[config.mk]
export PLATFORM = sky130hd
export DESIGN_NAME = response_frame_parser
export DESIGN_NICKNAME = d
export VERILOG_FILES = /design/src/hw/rtl/rfp_pkg.sv /design/src/hw/rtl/response_frame_parser.sv
export VERILOG_INCLUDE_DIRS = /design/src /design/src/hw/rtl
export SDC_FILE = /design/constraint.sdc
export NUM_CORES = 1
export LEC_CHECK = 0
export BUFFER_PORTS_ARGS = -buffer_cell sky130_fd_sc_hd__buf_2
export CAP_MARGIN = 15
export CORE_MARGIN = 2
export CORE_UTILIZATION = 35
export DETAILED_ROUTE_END_ITERATION = 12
export SLEW_MARGIN = 20
export SYNTH_ARGS = -nofsm -noshare
export SYNTH_HDL_FRONTEND = slang
export SYNTH_SLANG_ARGS = --single-unit
[constraint.sdc]
create_clock -name clock -period 5.95 [get_ports clock]
set_clock_uncertainty 0.15 [all_clocks]
set_input_delay 1.785 -clock clock [delete_from_list [all_inputs] [get_ports clock]]
set_output_delay 1.785 -clock clock [all_outputs]
set_load 0.01 [all_outputs]
[src/hw/rtl/response_frame_parser_assert.svh]
// Assertion macros for the response frame parser.
// No dependencies; the including module must have clock and reset in scope.
`ifndef RESPONSE_FRAME_PARSER_ASSERT_SVH
`define RESPONSE_FRAME_PARSER_ASSERT_SVH

// same-cycle implication
`define RFP_ASSERT_IMPLIES(label, ante, cons, msg) \
   label: assert property (@(posedge clock) disable iff (reset) (ante) |-> (cons)) \
      else $error(msg);

// next-cycle implication
`define RFP_ASSERT_NEXT(label, ante, cons, msg) \
   label: assert property (@(posedge clock) disable iff (reset) (ante) |=> (cons)) \
      else $error(msg);

`endif

[src/hw/rtl/rfp_pkg.sv]
// Package for the response frame parser: payload structs, phase codes,
// result kinds, register indexes and reset values. No dependencies.
package rfp_pkg;

   typedef struct packed {
      logic [7:0] data_byte;
      logic       frame_end;
   } req_type;

   typedef struct packed {
      logic [1:0]  result_kind;
      logic [63:0] offset_value;
      logic [7:0]  message_byte;
      logic        success_flag;
      logic        malformed;
      logic        run_last;
   } rsp_type;

   typedef enum logic [3:0] {
      PH_VERSION = 4'd0,
      PH_SUCCESS = 4'd1,
      PH_KIND    = 4'd2,
      PH_HOFF    = 4'd3,
      PH_SLEN    = 4'd4,
      PH_SBYTES  = 4'd5,
      PH_COUNT   = 4'd6,
      PH_BOFF    = 4'd7,
      PH_DONE    = 4'd8
   } phase_type;

   localparam logic [1:0] KIND_MESSAGE = 2'd0;
   localparam logic [1:0] KIND_HOFFSET = 2'd1;
   localparam logic [1:0] KIND_BOFFSET = 2'd2;
   localparam logic [1:0] KIND_STATUS  = 2'd3;

   localparam logic [1:0] CSR_EXPECTED_VERSION = 2'd0;
   localparam logic [1:0] CSR_MAX_STRING_LEN   = 2'd1;
   localparam logic [1:0] CSR_MAX_OFFSET_COUNT = 2'd2;

   localparam logic [7:0]  RST_EXPECTED_VERSION = 8'd1;
   localparam logic [31:0] RST_MAX_STRING_LEN   = 32'd16777216;
   localparam logic [15:0] RST_MAX_OFFSET_COUNT = 16'd10000;

endpackage

[src/hw/rtl/response_frame_parser.sv]
// Response frame parser: byte-serial big-endian frame decoder with a
// two-entry result buffer. Depends on rfp_pkg and response_frame_parser_assert.svh.
//
// Usage:
//  - req_*: one frame byte per transaction, frame_end flags the last byte.
//  - rsp_*: result transactions (message byte, header offset, batch offset,
//    frame status); run_last marks the last result caused by a byte.
//  - csr_*: register writes (expected version, string length limit, offset
//    count limit); always ready, write only while the block is idle.
// Latency: a result appears on rsp_* the cycle after its byte is taken.
// Throughput: one byte per cycle while rsp_ready is high. A byte that causes two
// results (an offset or string byte that also ends the frame) fills both
// buffer entries, which holds req_ready low until the first of them drains.
// Reset: registers return to their defaults, the parser waits for a version
// byte and the result buffer empties.
// Stall: while rsp_ready is low, results stay in the buffer; req_ready stays
// high only while the buffer is empty.
`include "response_frame_parser_assert.svh"

module response_frame_parser
   import rfp_pkg::*;
(
   input  logic        clock,
   input  logic        reset,
   input  logic        req_valid,
   output logic        req_ready,
   input  req_type     req_payload,
   output logic        rsp_valid,
   input  logic        rsp_ready,
   output rsp_type     rsp_payload,
   input  logic        csr_valid,
   output logic        csr_ready,
   input  logic [1:0]  csr_index,
   input  logic [31:0] csr_data
);

   logic [7:0]  exp_version_ff;
   logic [31:0] max_str_len_ff;
   logic [15:0] max_off_cnt_ff;

   phase_type   phase_ff, phase_in;
   logic [2:0]  idx_ff, idx_in;
   logic [63:0] acc_ff, acc_in;
   logic [31:0] str_left_ff, str_left_in;
   logic [15:0] off_left_ff, off_left_in;
   logic        error_ff, error_in;
   logic        success_ff, success_in;

   rsp_type     head_ff, head_in;
   rsp_type     tail_ff, tail_in;
   logic [1:0]  count_ff, count_in;

   logic        accept;
   logic        drain;
   logic [7:0]  in_byte;
   logic        in_end;
   logic [63:0] acc_shift;
   logic        field_done;
   logic        data_valid;
   rsp_type     data_res;
   rsp_type     status_res;
   logic        status_bad;

   assign in_byte   = req_payload.data_byte;
   assign in_end    = req_payload.frame_end;
   assign drain     = rsp_valid && rsp_ready;
   assign req_ready = (count_ff == 2'd0) || ((count_ff == 2'd1) && rsp_ready);
   assign accept    = req_valid && req_ready;
   assign csr_ready = 1'b1;
   assign rsp_valid = (count_ff != 2'd0);
   assign rsp_payload = head_ff;

   assign acc_shift  = {acc_ff[55:0], in_byte};
   assign field_done = (((phase_ff == PH_HOFF) || (phase_ff == PH_BOFF)) && (idx_ff == 3'd7))
                    || (((phase_ff == PH_SLEN) || (phase_ff == PH_COUNT)) && (idx_ff == 3'd3));

   // next parse state for the byte on req_payload
   always_comb begin
      phase_in    = phase_ff;
      idx_in      = idx_ff;
      acc_in      = acc_ff;
      str_left_in = str_left_ff;
      off_left_in = off_left_ff;
      error_in    = error_ff;
      success_in  = success_ff;
      if (!error_ff) begin
         if (field_done) begin
            idx_in = 3'd0;
         end else begin
            idx_in = idx_ff + 3'd1;
         end
         case (phase_ff)
            PH_VERSION: begin
               idx_in = idx_ff;
               if (in_byte != exp_version_ff) begin
                  error_in = 1'b1;
               end else begin
                  phase_in = PH_SUCCESS;
               end
            end
            PH_SUCCESS: begin
               idx_in     = idx_ff;
               success_in = (in_byte != 8'd0);
               phase_in   = PH_KIND;
            end
            PH_KIND: begin
               idx_in   = 3'd0;
               acc_in   = 64'd0;
               phase_in = PH_HOFF;
            end
            PH_HOFF: begin
               acc_in = field_done ? 64'd0 : acc_shift;
               if (field_done) begin
                  phase_in = PH_SLEN;
               end
            end
            PH_SLEN: begin
               acc_in = field_done ? 64'd0 : acc_shift;
               if (field_done) begin
                  if (acc_shift[31:0] > max_str_len_ff) begin
                     error_in = 1'b1;
                  end else if (acc_shift[31:0] == 32'd0) begin
                     phase_in = PH_COUNT;
                  end else begin
                     str_left_in = acc_shift[31:0];
                     phase_in    = PH_SBYTES;
                  end
               end
            end
            PH_SBYTES: begin
               idx_in      = idx_ff;
               str_left_in = str_left_ff - 32'd1;
               if (str_left_ff == 32'd1) begin
                  phase_in = PH_COUNT;
               end
            end
            PH_COUNT: begin
               acc_in = field_done ? 64'd0 : acc_shift;
               if (field_done) begin
                  if (acc_shift[31:0] > {16'd0, max_off_cnt_ff}) begin
                     error_in = 1'b1;
                  end else if (acc_shift[31:0] == 32'd0) begin
                     phase_in = PH_DONE;
                  end else begin
                     off_left_in = acc_shift[15:0];
                     phase_in    = PH_BOFF;
                  end
               end
            end
            PH_BOFF: begin
               acc_in = field_done ? 64'd0 : acc_shift;
               if (field_done) begin
                  off_left_in = off_left_ff - 16'd1;
                  if (off_left_ff == 16'd1) begin
                     phase_in = PH_DONE;
                  end
               end
            end
            default: begin
               idx_in   = idx_ff;
               error_in = 1'b1;
            end
         endcase
      end
   end

   // results caused by the byte on req_payload
   always_comb begin
      data_valid = 1'b0;
      data_res   = '0;
      data_res.run_last = !in_end;
      if (!error_ff) begin
         case (phase_ff)
            PH_HOFF: begin
               data_valid = field_done;
               data_res.result_kind  = KIND_HOFFSET;
               data_res.offset_value = acc_shift;
            end
            PH_BOFF: begin
               data_valid = field_done;
               data_res.result_kind  = KIND_BOFFSET;
               data_res.offset_value = acc_shift;
            end
            PH_SBYTES: begin
               data_valid = 1'b1;
               data_res.result_kind  = KIND_MESSAGE;
               data_res.message_byte = in_byte;
            end
            default: begin
               data_valid = 1'b0;
            end
         endcase
      end
      status_bad = error_in || (phase_in != PH_DONE);
      status_res = '0;
      status_res.result_kind  = KIND_STATUS;
      status_res.success_flag = success_in && !status_bad;
      status_res.malformed    = status_bad;
      status_res.run_last     = 1'b1;
   end

   // two-entry result buffer
   always_comb begin
      head_in  = head_ff;
      tail_in  = tail_ff;
      count_in = count_ff;
      if (accept) begin
         head_in  = data_valid ? data_res : status_res;
         tail_in  = status_res;
         count_in = {1'b0, data_valid} + {1'b0, in_end};
      end else if (drain && (count_ff == 2'd2)) begin
         head_in  = tail_ff;
         count_in = 2'd1;
      end else if (drain) begin
         count_in = 2'd0;
      end
   end

   always_ff @(posedge clock) begin
      head_ff <= head_in;
      tail_ff <= tail_in;
      if (reset) begin
         count_ff       <= 2'd0;
         phase_ff       <= PH_VERSION;
         idx_ff         <= 3'd0;
         acc_ff         <= 64'd0;
         str_left_ff    <= 32'd0;
         off_left_ff    <= 16'd0;
         error_ff       <= 1'b0;
         success_ff     <= 1'b0;
         exp_version_ff <= RST_EXPECTED_VERSION;
         max_str_len_ff <= RST_MAX_STRING_LEN;
         max_off_cnt_ff <= RST_MAX_OFFSET_COUNT;
      end else begin
         count_ff <= count_in;
         if (accept && in_end) begin
            phase_ff    <= PH_VERSION;
            idx_ff      <= 3'd0;
            acc_ff      <= 64'd0;
            str_left_ff <= 32'd0;
            off_left_ff <= 16'd0;
            error_ff    <= 1'b0;
            success_ff  <= 1'b0;
         end else if (accept) begin
            phase_ff    <= phase_in;
            idx_ff      <= idx_in;
            acc_ff      <= acc_in;
            str_left_ff <= str_left_in;
            off_left_ff <= off_left_in;
            error_ff    <= error_in;
            success_ff  <= success_in;
         end
         if (csr_valid && csr_ready) begin
            case (csr_index)
               CSR_EXPECTED_VERSION: exp_version_ff <= csr_data[7:0];
               CSR_MAX_STRING_LEN:   max_str_len_ff <= csr_data;
               CSR_MAX_OFFSET_COUNT: max_off_cnt_ff <= csr_data[15:0];
               default: begin
               end
            endcase
         end
      end
   end

   `RFP_ASSERT_IMPLIES(a_count_range, 1'b1, count_ff != 2'd3, "result buffer overfilled")
   `RFP_ASSERT_IMPLIES(a_nonlast_queued, rsp_valid && !rsp_payload.run_last,
      count_ff == 2'd2, "non-last result without a queued follower")
   `RFP_ASSERT_IMPLIES(a_status_last, rsp_valid && (rsp_payload.result_kind == KIND_STATUS),
      rsp_payload.run_last && !(rsp_payload.malformed && rsp_payload.success_flag),
      "bad status result")
   `RFP_ASSERT_NEXT(a_frame_cleared, accept && in_end,
      (phase_ff == PH_VERSION) && !error_ff && !success_ff, "frame state not cleared")

endmodule

==> results of run 1 <==
critical path, delay by kind of cell:
family / cells / cell delay [ns]
AND/OR/NAND/NOR: 2 / 0.36
buffers and inverters: 2 / 0.27
metal layers:
layer / global-route usage [%] / up-vias / wire length, um
li1: - / 5163 / -
met1: 26.4 / 5100 / 15900
met2: 32.3 / 397 / 16600
met3: 2.66 / 63 / 2470
met4: 5.15 / 0 / 879
met5: 0 / - / 0
metrics by stage:
step | instance area (um2) | cells
3_5_place_dp | 13300 | 1896
3_3_place_gp | 13300 | 1896
6_report | 14200 | 1946
5_1_grt | 14200 | 1946
2_1_floorplan | 12300 | 1388
4_1_cts | 14200 | 1945
cell type report:
type	instances	area, um2
fill	3504	20400
multi-input combinational	981	5910
sequential	250	5800
timing repair buffer	148	796
clock buffer	29	683
tap	455	569
inverter	63	236
clock inverter	20	201
cells in the mapped netlist, types with 3 or more instances:
cell / number / area (um2)
mux2i_1: 11 / 110
nor2_1: 135 / 507
nor3b_1: 3 / 22.5
nand4_1: 22 / 138
a211o_1: 7 / 61.3
or4_1: 12 / 90.1
nor2b_1: 6 / 37.5
clkbuf_1: 82 / 308
and2_1: 74 / 463
inv_1: 62 / 233
and3b_1: 3 / 26.3
nand2b_1: 4 / 25.0
a31oi_1: 10 / 62.6
or3_1: 8 / 50.1
nor4_1: 30 / 188
nand2_1: 168 / 631
o41ai_1: 3 / 26.3
nand3_1: 11 / 55.1
a22oi_1: 62 / 465
or3_2: 3 / 22.5
o21ai_1: 3 / 15.0
a21oi_1: 132 / 661
nor3_1: 28 / 140
ha_1: 56 / 701
xnor2_1: 8 / 70.1
o2111ai_1: 3 / 26.3
buf_1: 7 / 26.3
edfxtp_1: 79 / 2370
o31ai_1: 7 / 52.6
or2_2: 9 / 56.3
buf_2: 3 / 15.0
nand3b_1: 7 / 52.6
o211ai_1: 28 / 210
o22ai_1: 11 / 68.8
a32o_1: 20 / 200
dfxtp_1: 171 / 3420
o21ai_0: 57 / 285
o21a_1: 3 / 22.5
and3_1: 4 / 25.0
cells by family (layout without fill, tap and decap cells):
| kind of cell | after synthesis | after routing | share of synthesized area [%] |
|---|---|---|---|
| compound gates | 369 | 369 | 19.2 |
| xor+xnor | 8 | 8 | 0.572 |
| fa+ha+maj | 56 | 56 | 5.72 |
| buf+inv | 157 | 260 | 4.93 |
| flops | 250 | 250 | 47.3 |
| mux | 11 | 11 | 0.899 |
| other cells | 1 | 1 | 0.0306 |
| simple gates | 536 | 536 | 21.3 |
sequential cells by signal, summed over array words and instances, names as in the netlist:
| signal | count |
|---|---|
| error_ff | 1 |
| rsp_payload | 77 |
| count_ff | 2 |
| exp_version_ff | 8 |
| max_str_len_ff | 32 |
| phase_ff | 4 |
| str_left_ff | 32 |
| tail_ff | 2 |
| off_left_ff | 16 |
| idx_ff | 3 |
| max_off_cnt_ff | 16 |
| success_ff | 1 |
| acc_ff | 56 |
where the power goes:
| group | total [W] | switching, W | internal (W) |
|---|---|---|---|
| registers | 0.00182 | 0.0000253 | 0.00180 |
| clock network | 0.00169 | 0.000721 | 0.000968 |
| logic | 0.000299 | 0.000207 | 0.0000916 |
final timing paths:
| path | endpoint | from |
|---|---|---|
| hold reg to reg | max_str_len_ff[19] | max_str_len_ff[19] |
| setup / recovery | req_ready | rsp_ready |
| setup reg to reg | str_left_ff[3] | idx_ff[1] |
| hold / removal | max_str_len_ff[19] | max_str_len_ff[19] |
==> summary.md, run 1 <==
| Metric | Value |
|---|---|
| Status | `finished clean` |
| R2R depth | `9` |
| CP max stage cell | `nor2b_1` |
| Post-CTS Setup Bufs | `0` |
| Cell Rows | `68` |
| CP Cell Sequence | `buf_2, nor2b_1, nor2_1, buf_2` |
| NumNets Final | `1575` |
| # setup viols final | `0` |
| Remaining antenna violation count | `0` |
| Final WL | `35.8 mm` |
| Syn avg cell area | `8.83 um2` |
| Most common cell after layout, fill and taps aside | `dfxtp_1` |
| Fin. Hold Viols | `0` |
| Layout cells sized above 1 | `14.8%` |
| Critical Path RT | `4.01 ns` |
| Total gr overflow | `0` |
| Bufs on Longest Clock Path | `3` |
| Cells after synthesis | `1388` |
| CTS sink count | `250` |
| Seq/Total Area, Yosys | `47.3%` |
| WHS Path Cells | `2` |
| Initial antenna violation count | `0` |
| Pre-CTS setup slack | `1.10 ns` |
| Vias in the first global route | `10173` |
| Via density per instance | `5.51` |
| Initial Util | `35.5%` |
| Total Neg Setup Slack | `0 ns` |
| TritonCTS clock tree | `yes` |
| I/O pin cnt | `128` |
| Hold slack | `0.305 ns` |
| Worst min path class | `flip-flop to flip-flop` |
| Via Count | `10723` |
| DRC viols | `0` |
| WL per Instance | `18.4 um` |
| P&R area growth vs syn | `15.8%` |
| Commonest cells after routing, fill and taps aside | `171 x dfxtp_1, 166 x nand2_1, 135 x nor2_1` |
| Die span in x | `191 um` |
| CP Launch Type | `primary input` |
| PortBufs | `126` |
| Gr usage total | `19.4%` |
| Synth async-reset ratio | `0%` |
| CP arrival | `2.43 ns` |
| Total CTS buffers | `27` |
| Worst setup margin | `1.59 ns` |
| Max_cap viols | `0` |
| Post-route minimum period | `4.36 ns` |
| H-tree levels | `1` |
| Utilization after layout | `41.1%` |
| First-pass GRT wire length | `56.6 mm` |
| Ant diodes | `0` |
| Core ar. | `34500 um2` |
| Warnings from Yosys | `0` |
| CTS resizes | `0` |
| Final HPWL DP | `23.7 mm` |
| Power density over the cells | `269 nW/um2` |
| Post-Syn Nets | `1492` |
| Number of flops mapped to enable cells by yosys | `79` |
| Crit path kind | `primary input to output pin` |
| Unique cell type count in the Yosys netlist | `66` |
| Die height | `191 um` |
| Top FF cell, synth | `dfxtp_1` |
| Worst-path fanout max | `4` |
| RSZ-0062 raised after global routing | `no` |
| Clk_lat worst skew | `0.53 ns` |
| Leakage | `5.38 nW` |
| Worst vdd ir | `215 uV` |
| Cell Area, Synth | `12300 um2` |
| Hold_buf cts | `0` |
| DIE AREA | `36500 um2` |
| Power Total | `0.00381 W` |
| Worst-Margin Slew | `1.03 ns` |
| Initial DRC count | `893` |
| Clock root buffer | `clkbuf_16` |
| Synth Register Bits | `250` |
| Max Slew Vio Count | `0` |
| GPL Wtd Cong | `0.892` |
| Final worst-path cycle share | `73.4%` |
| Pre-Repair DR Iteration Count | `5` |
| Reg clk slew, reported paths | `0.06 ns` |
| CP peak stage delay | `0.23 ns` |
| Slew headroom | `31.0%` |
| Register-to-Register Setup Slack | `2.25 ns` |
| Worst Setup End Kind | `output pin` |
| Most common cell on crit path | `buf_2` |
| Largest net degree at the start of global routing | `78` |
| Fmax | `229 MHz` |
(Power assumes the default switching activity.)
==> run 2, diff against run 1 <==
- ABC_AREA: default -> 1
- clock period: 5.95 -> 3.75 ns (I/O delays scaled with it)
==> summary.md, run 2 <==
| Metric | Value |
|---|---|
| Status | `finished clean` |
| Via density per instance | `4.91` |
| Cell Rows | `68` |
| Seq/Total Area, Yosys | `47.0%` |
| NumNets Final | `1834` |
| Remaining antenna violation count | `0` |
| DP Area | `13500 um2` |
| Worst-Margin Slew | `0.861 ns` |
| Combinational power share | `9.9%` |
| Wl on met1 | `16.6 mm` |
| Fmax | `345 MHz` |
| Final WL | `33.7 mm` |
| Sw Share | `24.9%` |
| Largest net degree at the start of global routing | `71` |
| Post-Syn Nets | `1721` |
| Post-route minimum period | `2.90 ns` |
| Reg clk slew, reported paths | `0.07 ns` |
| CTS sink count | `250` |
| Met2 routed WL | `14.7 mm` |
| Cells after synthesis | `1617` |
| Largest cells by area after synthesis | `dfxtp_1 28%, edfxtp_1 19%, nand2_1 11%` |
| Die height | `192 um` |
| Post-CTS Setup Bufs | `0` |
| Max_cap viols | `0` |
| H-tree levels | `1` |
| Clock root buffer | `clkbuf_16` |
| Initial Util | `35.6%` |
| Slew headroom | `42.6%` |
| P&R area growth vs syn | `17.3%` |
| Vias in the first global route | `10350` |
| Synth cell count leaders | `345 x nand2_1, 219 x nor2_1, 193 x inv_1` |
| Worst Setup End Kind | `flip-flop` |
| Clock power frac | `45.0%` |
| Total gr overflow | `0` |
| CP arrival | `3.17 ns` |
| Most common cell after layout, fill and taps aside | `nand2_1` |
| Number of flops mapped to enable cells by yosys | `79` |
| TritonCTS clock tree | `yes` |
| Count leader, synth | `nand2_1` |
| Crit path kind | `primary input to flip-flop` |
| Layout cells sized above 1 | `13.9%` |
| WL per Instance | `15.3 um` |
| Worst-path fanout max | `21` |
| Final worst-path cycle share | `77.3%` |
| P_sw | `0.00161 W` |
| Routed met3 length | `1.65 mm` |
| Cell Area, Synth | `12300 um2` |
| Synth async-reset ratio | `0%` |
| Unique cell type count in the Yosys netlist | `45` |
| I/O pin cnt | `128` |
| Clk_lat worst skew | `0.56 ns` |
| DRC viols | `0` |
| RSZ-0062 raised after global routing | `no` |
| Core ar. | `34600 um2` |
| Total Neg Setup Slack | `0 ns` |
| Max FFs per register | `77` |
| Critical Path RT | `4.02 ns` |
| First-pass GRT wire length | `54.3 mm` |
| Commonest cells after routing, fill and taps aside | `342 x nand2_1, 219 x nor2_1, 193 x inv_1` |
| PortBufs | `126` |
| DIE AREA | `36700 um2` |
| Top FF cell, synth | `dfxtp_1` |
| Sequential share of power | `45.2%` |
| Max Slew Vio Count | `0` |
| Via Count | `10842` |
| Ant diodes | `0` |
| Synth Register Bits | `250` |
| Initial DRC count | `706` |
| Leakage | `6.03 nW` |
| Leading area contributor after synthesis | `dfxtp_1` |
| CTS resizes | `0` |
| # setup viols final | `0` |
| Worst min path class | `flip-flop to flip-flop` |
| Initial antenna violation count | `0` |
| Warnings from Yosys | `0` |
| Gr usage total | `18.5%` |
| Fin. Hold Viols | `0` |
| Top-area cell type share of the netlist area | `27.8%` |
| Total CTS buffers | `28` |
| Top layer reached by signal wires | `met4` |
| Pre-Repair DR Iteration Count | `5` |
| Worst vdd ir | `307 uV` |
| Syn avg cell area | `7.62 um2` |
| Post-Layout Inst Area | `14500 um2` |
| Bufs on Longest Clock Path | `3` |
| Internal power | `0.00484 W` |
| Hold_buf cts | `0` |
| GPL Wtd Cong | `0.887` |
| CP Launch Type | `primary input` |
| Power density over the cells | `446 nW/um2` |
| Die span in x | `192 um` |
| Final HPWL DP | `23.9 mm` |
run 2: kinds of logic (layout without fill, tap and decap cells):
logic type	after synthesis	count (layout)	synth area share (%)
AND/OR/NAND/NOR	670	670	22.3
AO/OA/AOI/OAI	346	346	14.9
buffers and inverters	282	417	9.19
flip-flops	250	250	47.0
adder cells (fa/ha/maj)	56	56	5.69
XOR/XNOR	12	12	0.853
other	1	1	0.0304
run 2: layout make-up:
type / count / area (um2)
Inverter: 216 / 811
Fill cell: 3538 / 20200
Tap cell: 455 / 569
Sequential cell: 250 / 5800
Clock buffer: 41 / 842
Timing Repair Buffer: 149 / 878
Multi-Input combinational cell: 1085 / 5420
Clock inverter: 11 / 140
run 2: stage by stage:
| stage | cells | hold slack [ns] | power (W) | setup WS (ns) | util, % |
|---|---|---|---|---|---|
| final | 2207 | 0.310 | 0.00645 | 0.851 | 41.7 |
| after global placement | 2155 | 0.300 | 0.00359 | 0.450 | 38.9 |
| after detailed placement | 2155 | 0.305 | 0.00360 | 0.339 | 38.9 |
| after CTS | 2207 | 0.313 | 0.00650 | 0.887 | 41.7 |
| after global routing | 2207 | 0.331 | 0.00670 | 0.616 | 41.7 |
| after floorplan | 1617 | 0.283 | 0.00338 | 0.0372 | - |
run 2: routing by layer:
| metal | GRT usage, % | up-vias |
|---|---|---|
| li1 | - | 5497 |
| met5 | 0 | - |
| met3 | 2.36 | 48 |
| met1 | 26.9 | 5047 |
| met4 | 5.12 | 0 |
| met2 | 28.6 | 250 |
run 2: path summary, 6_finish.rpt:
path	start	end	slack, ns	cells after the start
setup / recovery	req_payload[8]	off_left_ff[11]	0.85	15
hold / removal	max_off_cnt_ff[2]	max_off_cnt_ff[2]	0.31	2
setup reg to reg	acc_ff[1]	off_left_ff[11]	0.90	15
hold reg to reg	max_off_cnt_ff[2]	max_off_cnt_ff[2]	0.31	2
run 2: power groups by stage:
stage	Combinational (W)	Clock, W	Sequential (W)
2_1_floorplan	0.000401	0	0.00298
3_3_place_gp	0.000623	0	0.00297
3_5_place_dp	0.000634	0	0.00297
4_1_cts	0.000638	0.00295	0.00291
5_1_grt	0.000721	0.00306	0.00292
6_report	0.000635	0.00290	0.00291
run 2: worst max-delay path: stages:
cell     delay, ns
buf_2         0.18
ha_1          0.34
a21o_1        0.18
nor2_1        0.10
nand2_1       0.06
nand2_1       0.05
nand2_1       0.04
nand2_1       0.15
nand2_1       0.11
nand2_1       0.11
nand2_1       0.09
inv_2         0.28
nand2_1       0.11
a22oi_1       0.17
nor2_1        0.06
==> run 3, diff against run 2 <==
- clock period: 3.75 -> 2.9 ns (I/O delays scaled with it)
==> summary.md, run 3 (synthesis results as in run 2) <==
| Metric | Value |
|---|---|
| Initial DRC count | `743` |
| Pre-Repair DR Iteration Count | `5` |
| Post-route minimum period | `2.56 ns` |
| Fin. Hold Viols | `0` |
| PortBufs | `126` |
| H-tree levels | `1` |
| Vias in the first global route | `10083` |
| DP Area | `13900 um2` |
| Internal power | `0.00608 W` |
| Post-CTS Setup Bufs | `0` |
| Via Count | `10792` |
| Sequential share of power | `46.2%` |
| CP peak stage delay | `0.38 ns` |
| Utilization after layout | `42.7%` |
| Most common cell after layout, fill and taps aside | `nand2_1` |
| Critical Path RT | `3.06 ns` |
| Max FFs per register | `77` |
| Final WL | `33.1 mm` |
| Pre-CTS setup slack | `-0.165 ns` |
| Sw Share | `25.4%` |
| Commonest cells after routing, fill and taps aside | `342 x nand2_1, 219 x nor2_1, 193 x inv_1` |
| CTS sink count | `250` |
| Met2 routed WL | `14.3 mm` |
| Final HPWL DP | `24.3 mm` |
| Gr usage total | `18.0%` |
| Largest net degree at the start of global routing | `65` |
| TritonCTS clock tree | `yes` |
| GPL Wtd Cong | `0.878` |
| Ant diodes | `0` |
| Most common cell on crit path | `nand2_1` |
| Total CTS buffers | `28` |
| P&R area growth vs syn | `20.0%` |
| Die height | `192 um` |
| Top layer reached by signal wires | `met4` |
| Final worst-path cycle share | `88.3%` |
| Remaining antenna violation count | `0` |
| CP arrival | `2.72 ns` |
| DIE AREA | `36700 um2` |
| Hold_buf cts | `0` |
| RSZ-0062 raised after global routing | `no` |
| Leakage | `6.25 nW` |
| Crit path kind | `flip-flop to flip-flop` |
| Post-Layout Inst Area | `14800 um2` |
| Max Slew Vio Count | `0` |
| Initial Util | `35.6%` |
| Clock root buffer | `clkbuf_16` |
| Worst-Margin Slew | `0.676 ns` |
| Core ar. | `34600 um2` |
| WL per Instance | `14.7 um` |
| Wl on met1 | `16.4 mm` |
| R2R depth | `14` |
| Max_cap viols | `0` |
| Slew headroom | `54.5%` |
| Reg clk slew, reported paths | `0.06 ns` |
| Cell Rows | `68` |
| Worst min path class | `flip-flop to flip-flop` |
| Number of cells on the critical path | `14` |
| Buffers plus inverters on the worst setup path | `0` |
| Clock power frac | `43.3%` |
| Bufs on Longest Clock Path | `3` |
| Worst setup margin | `0.339 ns` |
| Initial antenna violation count | `0` |
| WHS Path Cells | `2` |
| First-pass GRT wire length | `52.8 mm` |
| CP max stage cell | `dfxtp_1` |
| Routed met3 length | `1.80 mm` |
| Clk_lat worst skew | `0.56 ns` |
| NumNets Final | `1881` |
| Layout cells sized above 1 | `16.3%` |
| Fmax | `391 MHz` |
| Via density per instance | `4.79` |
| Worst vdd ir | `410 uV` |
| Worst-path fanout max | `6` |
| CP Launch Type | `flip-flop` |
| Power density over the cells | `551 nW/um2` |
| Worst Setup End Kind | `flip-flop` |
| Status | `finished clean` |
| Hold slack | `0.310 ns` |
| Total gr overflow | `0` |
| # setup viols final | `0` |
| CTS resizes | `0` |
| Top delay family on crit path | `simple AND/OR/NAND/NOR gates` |
| Die span in x | `192 um` |
| Combinational power share | `10.5%` |
| CP Cell Sequence | `ha_1, nand4_1, nor3_1, nand2_1, nand2_1, nand2_1, nand2_1, nand2_1, o21ai_0, nand2_1, o21ai_1, nand2_1, nand2_1, nand2_1` |
| P_sw | `0.00207 W` |
| DRC viols | `0` |
| FILL cells | `3470` |
| I/O pin cnt | `128` |
==> run 3: power by group through the flow <==
stage / Combinational (W) / Sequential [W] / Clock (W)
finish: 0.000856 / 0.00376 / 0.00353
global route: 0.000966 / 0.00377 / 0.00375
CTS: 0.000863 / 0.00376 / 0.00362
detailed placement: 0.000856 / 0.00384 / 0
global placement: 0.000845 / 0.00384 / 0
floorplan: 0.000519 / 0.00385 / 0
==> run 3: worst paths after layout <==
check                             to               start  slack [ns]
setup / recovery      rsp_payload[1]           acc_ff[3]        0.34
hold reg to reg   max_str_len_ff[14]  max_str_len_ff[14]        0.31
setup reg to reg      rsp_payload[1]           acc_ff[3]        0.34
hold / removal    max_str_len_ff[14]  max_str_len_ff[14]        0.31
==> run 3: final cells by class <==
class / count / area [um2] / area share [%]
Timing Repair Buffer: 196 / 1260 / 8.49
Sequential cell: 250 / 5800 / 39.2
Clock inverter: 13 / 83.8 / 0.567
Clock buffer: 38 / 853 / 5.77
Tap cell: 455 / 569 / 3.85
Inverter: 216 / 811 / 5.48
Multi-Input combinational cell: 1085 / 5420 / 36.6
==> run 3: routing by layer <==
layer | GRT usage (%) | up-vias
li1 | - | 5589
met1 | 26.5 | 4922
met2 | 27.9 | 240
met3 | 2.54 | 41
met4 | 3.93 | 0
met5 | 0 | -
==> run 3: metrics by stage <==
step                      TNS, ns  instances  total power, W
final                           0       2253         0.00815
after global routing            0       2253         0.00849
after CTS                       0       2253         0.00824
after detailed placement   -0.952       2202         0.00470
after global placement     -0.103       2202         0.00468
after floorplan                 0       1617         0.00437
==> run 3: tightest hold or removal path, cell delays in order (launching register included) <==
cell,delay [ns]
dfxtp_1,0.30
inv_1,0.06
a21oi_1,0.06
